File: config.mk
export PLATFORM = sky130hd
export DESIGN_NAME = h264_rtp_fu_a_packetizer
export DESIGN_NICKNAME = d
export VERILOG_FILES = /design/src/rtl/h264fu_pkg.sv /design/src/rtl/h264fu_out_queue.sv /design/src/rtl/h264_rtp_fu_a_packetizer.sv
export VERILOG_INCLUDE_DIRS = /design/src /design/src/rtl
export SDC_FILE = /design/constraint.sdc
export NUM_CORES = 1
export LEC_CHECK = 0
export ABC_AREA = 1
export BUFFER_PORTS_ARGS = -buffer_cell sky130_fd_sc_hd__buf_2
export CORE_ASPECT_RATIO = 0.5
export CORE_MARGIN = 2
export CORE_UTILIZATION = 45
export CTS_CLUSTER_SIZE = 28
export DETAILED_ROUTE_END_ITERATION = 10
export RECOVER_POWER = 25
export SYNTH_ARGS = -nofsm -noshare
export SYNTH_HDL_FRONTEND = slang
export SYNTH_SLANG_ARGS = --single-unit
export TNS_END_PERCENT = 10
File: constraint.sdc
create_clock -name aclk -period 9.15 [get_ports aclk]
set_clock_uncertainty 0.1 [all_clocks]
set_input_delay 1.83 -clock aclk [delete_from_list [all_inputs] [get_ports aclk]]
set_output_delay 1.83 -clock aclk [all_outputs]
set_load 0.03 [all_outputs]
File: src/rtl/h264_rtp_fu_a_packetizer_defines.svh
// Assertion macros used by the packetizer's output queue.
`ifndef H264_RTP_FU_A_PACKETIZER_DEFINES_SVH
`define H264_RTP_FU_A_PACKETIZER_DEFINES_SVH

`ifndef SYNTH

// Consequent must hold in the same cycle as the antecedent.
`define H264FU_ASSERT_SAME(label, clk, rst_n, ante, cons) \
    label: assert property (@(posedge clk) disable iff (!rst_n) (ante) |-> (cons)) \
        else $error("h264fu assertion failed");

// Consequent must hold in the cycle after the antecedent.
`define H264FU_ASSERT_NEXT(label, clk, rst_n, ante, cons) \
    label: assert property (@(posedge clk) disable iff (!rst_n) (ante) |=> (cons)) \
        else $error("h264fu assertion failed");

`else

`define H264FU_ASSERT_SAME(label, clk, rst_n, ante, cons)
`define H264FU_ASSERT_NEXT(label, clk, rst_n, ante, cons)

`endif

`endif

File: src/rtl/h264fu_pkg.sv
package h264fu_pkg;

    localparam int LENGTH_BITS_DEFAULT = 16;
    localparam int QUEUE_DEPTH_DEFAULT = 4;

    localparam int NAL_LENGTH_W = 16;
    localparam int MP_W         = 12;
    localparam int TS_STEP_W    = 17;
    localparam int SEQ_W        = 16;
    localparam int TS_W         = 32;
    localparam int CFG_INDEX_W  = 2;
    localparam int CFG_DATA_W   = 17;

    // configuration register indexes
    localparam logic [CFG_INDEX_W-1:0] REG_MAX_PAYLOAD    = 2'd0;
    localparam logic [CFG_INDEX_W-1:0] REG_TIMESTAMP_STEP = 2'd1;

    localparam logic [MP_W-1:0]      MAX_PAYLOAD_RESET = 12'd1400;
    localparam logic [TS_STEP_W-1:0] TS_STEP_RESET     = 17'd3600;

    localparam logic [7:0] NRI_MASK  = 8'h60;
    localparam logic [7:0] TYPE_MASK = 8'h1F;
    localparam logic [7:0] FU_A_TYPE = 8'd28;
    localparam logic [7:0] FU_START  = 8'h80;
    localparam logic [7:0] FU_END    = 8'h40;

    // one queued input byte: up to three output bytes
    typedef struct packed {
        logic [7:0]       fu_ind;
        logic [7:0]       fu_hdr;
        logic [7:0]       data;
        logic             has_hdr;
        logic             pkt_start;
        logic             pkt_end;
        logic [SEQ_W-1:0] seq;
        logic [TS_W-1:0]  ts;
    } entry_t;

    typedef enum logic [1:0] {
        BEAT_FIRST,
        BEAT_FUH,
        BEAT_DATA
    } beat_t;

endpackage

File: src/rtl/h264fu_out_queue.sv
`include "h264_rtp_fu_a_packetizer_defines.svh"

module h264fu_out_queue #(
    parameter int DEPTH = h264fu_pkg::QUEUE_DEPTH_DEFAULT
) (
    input  logic                           aclk,
    input  logic                           aresetn,
    input  logic                           in_valid,
    input  h264fu_pkg::entry_t             in_entry,
    output logic                           in_ready,
    output logic                           m_valid,
    input  logic                           m_ready,
    output logic [7:0]                     m_payload_byte,
    output logic                           m_packet_start,
    output logic                           m_packet_end,
    output logic [h264fu_pkg::SEQ_W-1:0]   m_sequence_number,
    output logic [h264fu_pkg::TS_W-1:0]    m_frame_timestamp,
    output logic                           m_last_of_run
);

    localparam int PTR_W = (DEPTH > 1) ? $clog2(DEPTH) : 1;
    localparam int CNT_W = $clog2(DEPTH + 1);

    h264fu_pkg::entry_t mem [DEPTH];

    logic [PTR_W-1:0] wr_ptr_reg, rd_ptr_reg;
    logic [CNT_W-1:0] count_reg;
    h264fu_pkg::beat_t beat_reg, beat_next;

    h264fu_pkg::entry_t head;
    logic push, pop, beat_last, is_data;

    assign head     = mem[rd_ptr_reg];
    assign in_ready = (count_reg < CNT_W'(DEPTH));
    assign m_valid  = (count_reg != '0);
    assign push     = in_valid && in_ready;

    always_comb begin
        is_data   = !head.has_hdr || (beat_reg == h264fu_pkg::BEAT_DATA);
        beat_last = is_data;
        pop       = m_valid && m_ready && beat_last;
        beat_next = beat_reg;

        m_payload_byte    = head.data;
        m_packet_start    = head.pkt_start;
        m_packet_end      = head.pkt_end;
        m_sequence_number = head.seq;
        m_frame_timestamp = head.ts;
        m_last_of_run     = beat_last;

        if (!is_data) begin
            m_packet_end = 1'b0;
            if (beat_reg == h264fu_pkg::BEAT_FIRST) begin
                m_payload_byte = head.fu_ind;
                m_packet_start = 1'b1;
            end else begin
                m_payload_byte = head.fu_hdr;
                m_packet_start = 1'b0;
            end
        end

        if (m_valid && m_ready) begin
            case (beat_reg)
                h264fu_pkg::BEAT_FIRST: beat_next = is_data ? h264fu_pkg::BEAT_FIRST
                                                            : h264fu_pkg::BEAT_FUH;
                h264fu_pkg::BEAT_FUH:   beat_next = h264fu_pkg::BEAT_DATA;
                h264fu_pkg::BEAT_DATA:  beat_next = h264fu_pkg::BEAT_FIRST;
                default:                beat_next = h264fu_pkg::BEAT_FIRST;
            endcase
        end
    end

    always_ff @(posedge aclk) begin
        if (!aresetn) begin
            beat_reg <= h264fu_pkg::BEAT_FIRST;
        end else begin
            beat_reg <= beat_next;
        end
    end

    always_ff @(posedge aclk) begin
        if (!aresetn) begin
            wr_ptr_reg <= '0;
            rd_ptr_reg <= '0;
            count_reg  <= '0;
        end else begin
            if (push) begin
                wr_ptr_reg <= (wr_ptr_reg == PTR_W'(DEPTH - 1)) ? '0 : wr_ptr_reg + 1'b1;
            end
            if (pop) begin
                rd_ptr_reg <= (rd_ptr_reg == PTR_W'(DEPTH - 1)) ? '0 : rd_ptr_reg + 1'b1;
            end
            case ({push, pop})
                2'b10:   count_reg <= count_reg + 1'b1;
                2'b01:   count_reg <= count_reg - 1'b1;
                default: count_reg <= count_reg;
            endcase
        end
    end

    always_ff @(posedge aclk) begin
        if (push) begin
            mem[wr_ptr_reg] <= in_entry;
        end
    end

    `H264FU_ASSERT_SAME(a_count_bound, aclk, aresetn, 1'b1, count_reg <= CNT_W'(DEPTH))
    `H264FU_ASSERT_SAME(a_beat_idle, aclk, aresetn, !m_valid, beat_reg == h264fu_pkg::BEAT_FIRST)
    `H264FU_ASSERT_SAME(a_plain_beat, aclk, aresetn, m_valid && !head.has_hdr, beat_reg == h264fu_pkg::BEAT_FIRST)
    `H264FU_ASSERT_NEXT(a_pop_rewinds, aclk, aresetn, pop, beat_reg == h264fu_pkg::BEAT_FIRST)

endmodule

File: src/rtl/h264_rtp_fu_a_packetizer.sv
// Channel   Direction  Handshake            Payload
// s_        in         s_valid / s_ready    nal_byte, nal_length, frame_end
// m_        out        m_valid / m_ready    payload_byte, packet_start, packet_end,
//                                           sequence_number, frame_timestamp, last_of_run
// cfg_      in         cfg_valid/cfg_ready  cfg_index, cfg_data
//
// One NAL byte is accepted per cycle while s_ready is high; its results go through the
// output queue to m_. A byte that opens an FU-A chunk yields three results; the single
// output beat per cycle, while m_ready is high, sets the sustained rate.
// A queue of QUEUE_DEPTH entries absorbs output stalls; s_ready drops when it is full.
// aresetn is synchronous, active low; it clears all counters and loads register defaults.
// cfg_ready is always high.
module h264_rtp_fu_a_packetizer #(
    parameter int LENGTH_BITS = h264fu_pkg::LENGTH_BITS_DEFAULT,
    parameter int QUEUE_DEPTH = h264fu_pkg::QUEUE_DEPTH_DEFAULT
) (
    input  logic                                 aclk,
    input  logic                                 aresetn,
    input  logic                                 s_valid,
    output logic                                 s_ready,
    input  logic [7:0]                           s_nal_byte,
    input  logic [h264fu_pkg::NAL_LENGTH_W-1:0]  s_nal_length,
    input  logic                                 s_frame_end,
    output logic                                 m_valid,
    input  logic                                 m_ready,
    output logic [7:0]                           m_payload_byte,
    output logic                                 m_packet_start,
    output logic                                 m_packet_end,
    output logic [h264fu_pkg::SEQ_W-1:0]         m_sequence_number,
    output logic [h264fu_pkg::TS_W-1:0]          m_frame_timestamp,
    output logic                                 m_last_of_run,
    input  logic                                 cfg_valid,
    output logic                                 cfg_ready,
    input  logic [h264fu_pkg::CFG_INDEX_W-1:0]   cfg_index,
    input  logic [h264fu_pkg::CFG_DATA_W-1:0]    cfg_data
);

    localparam int LB = LENGTH_BITS;
    localparam int CW = LENGTH_BITS + h264fu_pkg::MP_W;
    localparam int MP_W = h264fu_pkg::MP_W;

    logic [MP_W-1:0]                  max_payload_reg;
    logic [h264fu_pkg::TS_STEP_W-1:0] ts_step_reg;

    logic [LB-1:0]                byte_pos_reg, byte_pos_next;
    logic [LB-1:0]                unit_len_reg, unit_len_next;
    logic [7:0]                   saved_hdr_reg, saved_hdr_next;
    logic                         frag_reg, frag_next;
    logic [MP_W-1:0]              chunk_off_reg, chunk_off_next;
    logic [h264fu_pkg::SEQ_W-1:0] seq_reg, seq_next;
    logic [h264fu_pkg::TS_W-1:0]  ts_reg, ts_next;

    logic [LB-1:0]   len_raw, len_in, remaining;
    logic [MP_W-1:0] mp_eff;
    logic [LB:0]     pos_inc;
    logic [MP_W:0]   off_inc;
    logic            first, last_byte, eop, push, accept, q_ready;
    h264fu_pkg::entry_t entry;

    assign cfg_ready = 1'b1;
    assign s_ready   = q_ready;
    assign accept    = s_valid && s_ready;

    always_ff @(posedge aclk) begin
        if (!aresetn) begin
            max_payload_reg <= h264fu_pkg::MAX_PAYLOAD_RESET;
            ts_step_reg     <= h264fu_pkg::TS_STEP_RESET;
        end else if (cfg_valid && cfg_ready) begin
            case (cfg_index)
                h264fu_pkg::REG_MAX_PAYLOAD:    max_payload_reg <= cfg_data[MP_W-1:0];
                h264fu_pkg::REG_TIMESTAMP_STEP: ts_step_reg <= cfg_data;
                default: ;
            endcase
        end
    end

    always_comb begin
        len_raw = LB'(s_nal_length);
        len_in  = (len_raw == '0) ? LB'(1) : len_raw;
        mp_eff  = (max_payload_reg == '0) ? MP_W'(1) : max_payload_reg;
        first   = (byte_pos_reg == '0);

        unit_len_next  = first ? len_in : unit_len_reg;
        saved_hdr_next = first ? s_nal_byte : saved_hdr_reg;
        frag_next      = first ? (CW'(len_in) > CW'(mp_eff)) : frag_reg;
        chunk_off_next = first ? '0 : chunk_off_reg;

        pos_inc   = {1'b0, byte_pos_reg} + 1'b1;
        last_byte = (pos_inc == {1'b0, unit_len_next});
        remaining = unit_len_next - byte_pos_reg;
        off_inc   = {1'b0, chunk_off_next} + 1'b1;

        push          = 1'b0;
        eop           = 1'b0;
        entry.fu_ind  = (saved_hdr_next & h264fu_pkg::NRI_MASK) | h264fu_pkg::FU_A_TYPE;
        entry.fu_hdr  = saved_hdr_next & h264fu_pkg::TYPE_MASK;
        entry.data    = s_nal_byte;
        entry.has_hdr = 1'b0;
        entry.pkt_start = first;
        entry.pkt_end   = last_byte;
        entry.seq       = seq_reg;
        entry.ts        = ts_reg;

        if (!frag_next) begin
            push = 1'b1;
            eop  = last_byte;
        end else if (!first) begin
            // fragmented unit: a chunk's first byte also carries FU indicator and FU header
            push            = 1'b1;
            entry.has_hdr   = (chunk_off_next == '0);
            entry.pkt_start = 1'b0;
            if (byte_pos_reg == LB'(1)) begin
                entry.fu_hdr = entry.fu_hdr | h264fu_pkg::FU_START;
            end
            if (CW'(remaining) <= CW'(mp_eff)) begin
                entry.fu_hdr = entry.fu_hdr | h264fu_pkg::FU_END;
            end
            eop           = last_byte || (off_inc == {1'b0, mp_eff});
            entry.pkt_end = eop;
            chunk_off_next = eop ? '0 : off_inc[MP_W-1:0];
        end

        seq_next      = eop ? seq_reg + 1'b1 : seq_reg;
        ts_next       = ts_reg;
        byte_pos_next = pos_inc[LB-1:0];
        if (last_byte) begin
            byte_pos_next  = '0;
            frag_next      = 1'b0;
            chunk_off_next = '0;
            if (s_frame_end) begin
                ts_next = ts_reg + h264fu_pkg::TS_W'(ts_step_reg);
            end
        end
    end

    always_ff @(posedge aclk) begin
        if (!aresetn) begin
            byte_pos_reg  <= '0;
            unit_len_reg  <= '0;
            saved_hdr_reg <= '0;
            frag_reg      <= 1'b0;
            chunk_off_reg <= '0;
            seq_reg       <= '0;
            ts_reg        <= '0;
        end else if (accept) begin
            byte_pos_reg  <= byte_pos_next;
            unit_len_reg  <= unit_len_next;
            saved_hdr_reg <= saved_hdr_next;
            frag_reg      <= frag_next;
            chunk_off_reg <= chunk_off_next;
            seq_reg       <= seq_next;
            ts_reg        <= ts_next;
        end
    end

    h264fu_out_queue #(
        .DEPTH(QUEUE_DEPTH)
    ) u_out_queue (
        .aclk              (aclk),
        .aresetn           (aresetn),
        .in_valid          (accept && push),
        .in_entry          (entry),
        .in_ready          (q_ready),
        .m_valid           (m_valid),
        .m_ready           (m_ready),
        .m_payload_byte    (m_payload_byte),
        .m_packet_start    (m_packet_start),
        .m_packet_end      (m_packet_end),
        .m_sequence_number (m_sequence_number),
        .m_frame_timestamp (m_frame_timestamp),
        .m_last_of_run     (m_last_of_run)
    );

endmodule

======== Word level (Yosys, flattened, before mapping) ========
Memory sizes are Yosys's and may differ from the RTL's. A register that Yosys moved wholly into a read port is not among the register bits.
Index checks and enable logic that the tools add are counted.
operators by class
  add/sub/neg operators ................... 9
  $lt $le $gt $ge ......................... 3
  eq/ne operators ......................... 10
  multiplexer cells ....................... 36
  reductions and logical operators ........ 20
operator list
  cell                   number
  $mux 12                6
  $mux 16                3
  $mux 8                 5
  $add 32x17->32         1
  $logic_not 16->1       2
  $logic_not 12->1       2
  $add 16x1->17 const B  1
  $eq 17x16->1           1
  $add 16x1->16 const B  1
  $eq 16x1->1 const B    1
  $gt 16x12->1           1
  $le 16x12->1           1
  $sub 16x16->16         1
  $mux 7                 2
  $add 12x1->13 const B  1
  $eq 13x12->1           1
  $mux 1                 12
  $eq 2x2->1 const B     4
  $mux 2                 4
  $eq 2x1->1 const B     3
  $mux 3                 2
  $pmux 3 s2             1
  $reduce_and 2->1       3
  $logic_and 1x1->1      5
  other kinds (11)       14
word-level totals
  flip-flop bits (word level) ............. 138
  RAM bits ................................ 276
  input port bits ......................... 49
  output and inout port bits .............. 62
  word-level logic and storage cells ...... 92
  memories kept ........................... 1
memory list
  name             words  bits a word  read ports  clocked after Yosys merged registers in  wr ports  line                    RTL
  u_out_queue.mem  4      69           1           1                                        1         h264fu_out_queue.sv:24  h264fu_pkg::entry_t mem [DEPTH];

======== Longest topological paths before layout ========
  depth in word-level cells ............... 9
  mapped depth ............................ 31
  gate-level depth less buffers ........... 29

======== Cells and area by module ========
From an unflattened synthesis, not the netlist that was laid out.
unflattened totals
  cell total of the unflattened synthesis .. 2332
  area total of the unflattened synthesis .. 21498.1 sq um
by module, submodules not included
  module                    instances  cells each  area an instance (sq um)  sequential area each (sq um)
  h264fu_out_queue          1          861         11886.4                   9228.9
  h264_rtp_fu_a_packetizer  1          1471        9611.7                    2582.5

======== Worst setup path after synthesis ========
OpenSTA, ideal clock, no wires.
  kind .................................... input -> register
  from .................................... input s_nal_length[8] in the netlist's numbering
  to ...................................... memory u_out_queue.mem[0][0] in the netlist's numbering, enable pin
  setup time .............................. 0.495 ns
  arrival time ............................ 6.496 ns
  data required time ...................... 8.555 ns
  slack ................................... 2.059 ns
  stages on the path ...................... 12
  path buffers ............................ 0
  cell sequence ........................... or4_1 -> nor2_1 -> a31oi_1 -> ha_1 -> nand2_1 -> nor2_1 -> nand3_1 -> nand2_1 -> nand2_1 -> o21ai_1 -> o21ai_1 -> nor2_1
between the ends
  longest elaborated chain between the ends .. 9
RTL lines
  element                         line                             RTL
  from (decl)                     h264_rtp_fu_a_packetizer.sv:22   input logic [h264fu_pkg::NAL_LENGTH_W-1:0] s_nal_length,
  $logic_not 16->1                h264_rtp_fu_a_packetizer.sv:79   len_in = (len_raw == '0) ? LB'(1) : len_raw;
  $mux 16 *                       h264_rtp_fu_a_packetizer.sv:79
  $gt 16x12->1 *                  h264_rtp_fu_a_packetizer.sv:85   frag_next = first ? (CW'(len_in) > CW'(mp_eff)) : frag_reg;
  $mux 1 *                        h264_rtp_fu_a_packetizer.sv:85
  $mux 1 *                        h264_rtp_fu_a_packetizer.sv:104  if (!frag_next) begin
  $logic_and 1x1->1 *             h264_rtp_fu_a_packetizer.sv:161  .in_valid (accept && push),
  $logic_and 1x1->1 *             h264fu_out_queue.sv:36           assign push = in_valid && in_ready;
  $mux 1 *                        h264fu_out_queue.sv:102          if (push) begin
  $mux 1 (implied by the code) *  h264fu_out_queue.sv:103          mem[wr_ptr_reg] <= in_entry;
  to (decl)                       h264fu_out_queue.sv:24
Mark *: on every way between the ends. The rest lies on a longest branch, timed or not.

==> results.cfg <==
[status]
status = finished clean

[final_layout]
fin_cells = 2917
final_area_mm2 = 0.0223
syn_to_final_growth_pct = 11.0
final_util = 0.509
largest_register_ffs = 272
num_antenna_cells = 0
final_nets = 2419
layout-drive-gt1-share = 0.0970

[place]
dp_hpwl_um = 32400
portBuffers = 109
gp_congestion = 0.895
dp_cells = 2846
postPlaceCellArea_mm2 = 0.0211

[pwr]
switchingPower_w = 0.00182
power.leakage_nw = 8.68
finalPower_w = 0.00520
vdd_ir_drop_max_uv = 139
p_sw_frac = 0.349
internal-power_w = 0.00339
pwr-share-seq = 0.418
pwr_density_cell_mw_per_mm2 = 233
combinationalPowerShare = 0.274
clkPwrFrac = 0.308

[cts]
cts_sinks = 412
post_cts_buffers = 0
cts_tree = yes
clock_latency_ns = 0.56
htreeDepth = 2
clk_pin_slew_worst_paths_ns = 0.06
cts_resized = 0
cts_root_buffer = clkbuf_16
cts_inserted_buffers = 39
hold_buffers = 0
clockBufferDepth = 3

[yosys]
syn-cell-area_mm2 = 0.0201
synth_area_leaders = edfxtp_1 (41%), dfxtp_1 (14%), nand2_1 (8.4%)
ys_async_sr_fraction = 0
synthFlopType = edfxtp_1
synth.avg_cell_area_um2 = 8.97
synth_cells = 2243
yosysWarnings = 0
ys_types = 54
postSynthRegisterBits = 412
synth_edf_count = 272
synth_top_cell_by_area = edfxtp_1
synth_top_area_frac = 0.406
yosysSeqAreaShare = 0.545
syn-num-nets = 2363

[global_routing]
antenna_found_initial = 0
grt_pass1_wl_um = 80100
grt_max_degree = 84
gr-total-overflow = 0
grtUsageTotal = 0.217
grt_pass1_vias = 14800

[drt]
drc = 0
drt_iter0_markers = 1145
viasPerCell = 5.38
vias = 15700
wl_per_cell_um = 17.3
ant_nets = 0
first_pass_iters = 8
wirelength_um = 50600

[worst_setup_path]
crit_end = u_out_queue.mem[1][65]$_DFFE_PP_
critical_path.max_stage_delay_ns = 0.71
reg2reg_from = byte_pos_reg[1]$_SDFFE_PN0P_
cpMaxStageDelayCell = inv_2
critPathLaunchType = register
r2r_end = u_out_queue.mem[1][65]$_DFFE_PP_
worstPathCellList = inv_1 -> ha_1 -> nand2_2 -> nor2_4 -> nand2_4 -> inv_2 -> nand2_2 -> nand2_2 -> ha_1 -> a21o_1 -> a31oi_1 -> o21bai_1 -> a21boi_0 -> o21ai_0 -> xor2_1 -> ha_1 -> inv_1 -> nor3_1 -> a32o_1 -> o2111ai_1 -> nor2_1 -> nand2_1 -> nor2_1
crit_start = byte_pos_reg[1]$_SDFFE_PN0P_
rr_worst_depth = 23
ff2ff_setup_slack_ns = 3.53
crit_type = reg -> reg
cp-end-kind = register
critPathRequiredTime_ns = 9.33
worst_ep_arrival_time_ns = 5.80
cp_max_fo = 51

[run]
maxCapViolCount = 0

[timing]
rsz0062_at_grt = no
clock.fmax_mhz = 178
drv_slew = 0
relSlewSlack = 0.267
tightest_slew_ns = 1.10
min_period_ns = 5.62
fin_tns_setup_ns = 0
setup-violations-final = 0
hold_viol = 0
fin_crit_sh = 0.615

[die]
die_w_um = 303
start_util = 0.459
die_area_mm2 = 0.0465
num_rows = 54
pin_count = 111
core_area_mm2 = 0.0438
die_y_um = 154

[hold_path]
hp-class = reg -> reg
worst max-delay path, delay by kind of cell, from the launching register on:
kind	cells	cell delay (ns)
simple gates	9	1.59
compound gates	7	1.42
xor+xnor	1	0.17
flops	1	0.34
fa+ha+maj	3	0.78
buf+inv	3	0.93
power groups by stage:
stage          registers (W)  clock network, W  logic (W)
2_1_floorplan        0.00219                 0    0.00103
3_3_place_gp         0.00221                 0    0.00143
3_5_place_dp         0.00221                 0    0.00144
4_1_cts              0.00217           0.00164    0.00144
5_1_grt              0.00219           0.00171    0.00157
6_report             0.00217           0.00160    0.00143
final cells by class:
| class | count | area [µm²] |
|---|---|---|
| sequential | 412 | 11000 |
| clock inverter | 21 | 171 |
| timing repair buffer | 125 | 666 |
| inverter | 197 | 743 |
| multi-input combinational | 1524 | 7960 |
| clock buffer | 50 | 1090 |
| fill | 4086 | 21500 |
| tap | 588 | 736 |
cell usage in the layout (no fill, tap or decap), types with 4 or more instances in the layout:
| cell | synthesis | routed |
|---|---|---|
| buf_4 | 1 | 16 |
| o22ai_1 | 61 | 61 |
| o21ai_0 | 198 | 198 |
| xor2_1 | 51 | 51 |
| o21ai_1 | 12 | 12 |
| clkbuf_16 | 0 | 40 |
| clkinv_1 | 2 | 6 |
| clkinvlp_4 | 0 | 5 |
| nor4_1 | 10 | 10 |
| nand3_1 | 95 | 95 |
| o211ai_1 | 16 | 16 |
| dfxtp_1 | 140 | 138 |
| nor3_1 | 21 | 21 |
| nand4_1 | 32 | 32 |
| buf_2 | 9 | 109 |
| a31oi_1 | 8 | 8 |
| clkbuf_1 | 83 | 5 |
| inv_2 | 5 | 6 |
| clkinv_2 | 0 | 6 |
| nor2_2 | 4 | 4 |
| clkbuf_8 | 0 | 5 |
| nor2_1 | 254 | 250 |
| a21oi_1 | 174 | 174 |
| a32o_1 | 6 | 6 |
| ha_1 | 68 | 68 |
| nand2_2 | 4 | 5 |
| nand2_1 | 450 | 449 |
| inv_1 | 190 | 187 |
| xnor2_1 | 10 | 10 |
| o221ai_1 | 9 | 9 |
| nor2_4 | 3 | 7 |
| edfxtp_1 | 272 | 272 |
per-layer routing:
metal / GRT usage / routed length, µm / vias up
met1: 0.306 / 23700 / 7472
met4: 0.0481 / 885 / 0
met5: 0 / 0 / -
li1: - / - / 7805
met3: 0.0319 / 2610 / 63
met2: 0.356 / 23400 / 348
worst min path at each step:
stage / cells past startpoint / from / end
after global placement: 2 / chunk_off_reg[10]$_SDFFE_PN0P_ / chunk_off_reg[10]$_SDFFE_PN0P_
after detailed placement: 2 / chunk_off_reg[11]$_SDFFE_PN0P_ / chunk_off_reg[11]$_SDFFE_PN0P_
after floorplan: 2 / chunk_off_reg[11]$_SDFFE_PN0P_ / chunk_off_reg[11]$_SDFFE_PN0P_
final: 2 / chunk_off_reg[11]$_SDFFE_PN0P_ / chunk_off_reg[11]$_SDFFE_PN0P_
after CTS: 2 / chunk_off_reg[10]$_SDFFE_PN0P_ / chunk_off_reg[10]$_SDFFE_PN0P_
after global routing: 2 / chunk_off_reg[10]$_SDFFE_PN0P_ / chunk_off_reg[10]$_SDFFE_PN0P_
metrics by stage:
step / setup WS, ns / hold slack, ns
2_1_floorplan: 2.06 / 0.345
3_3_place_gp: 3.11 / 0.353
3_5_place_dp: 3.05 / 0.359
4_1_cts: 3.60 / 0.369
5_1_grt: 3.02 / 0.410
6_report: 3.53 / 0.366
synthesized netlist by cell type (all sizes together), types with 2 or more instances:
cell	instances
dfxtp	140
clkinv	2
o211ai	17
a21oi	176
o221ai	9
o21ai	213
nand3	98
clkbuf	83
a211oi	2
buf	27
a31oi	8
a32o	6
or2	2
nand2	455
and3	2
inv	195
xor2	51
nor3b	2
nand4	32
nor3	22
nor4	10
xnor2	10
nor2	261
o211a	2
ha	68
a21o	2
edfxtp	272
o22ai	61
fa	3
nand3b	3
cell families after synthesis:
group,Yosys count,synth area share
other,1,0.000186
flip-flops,412,0.545
AND/OR/NAND/NOR,889,0.184
AO/OA/AOI/OAI,502,0.137
adder cells (fa/ha/maj),71,0.0452
XOR/XNOR,61,0.0265
buffers and inverters,307,0.0613
No activity file was read; power rests on OpenSTA's default activity.
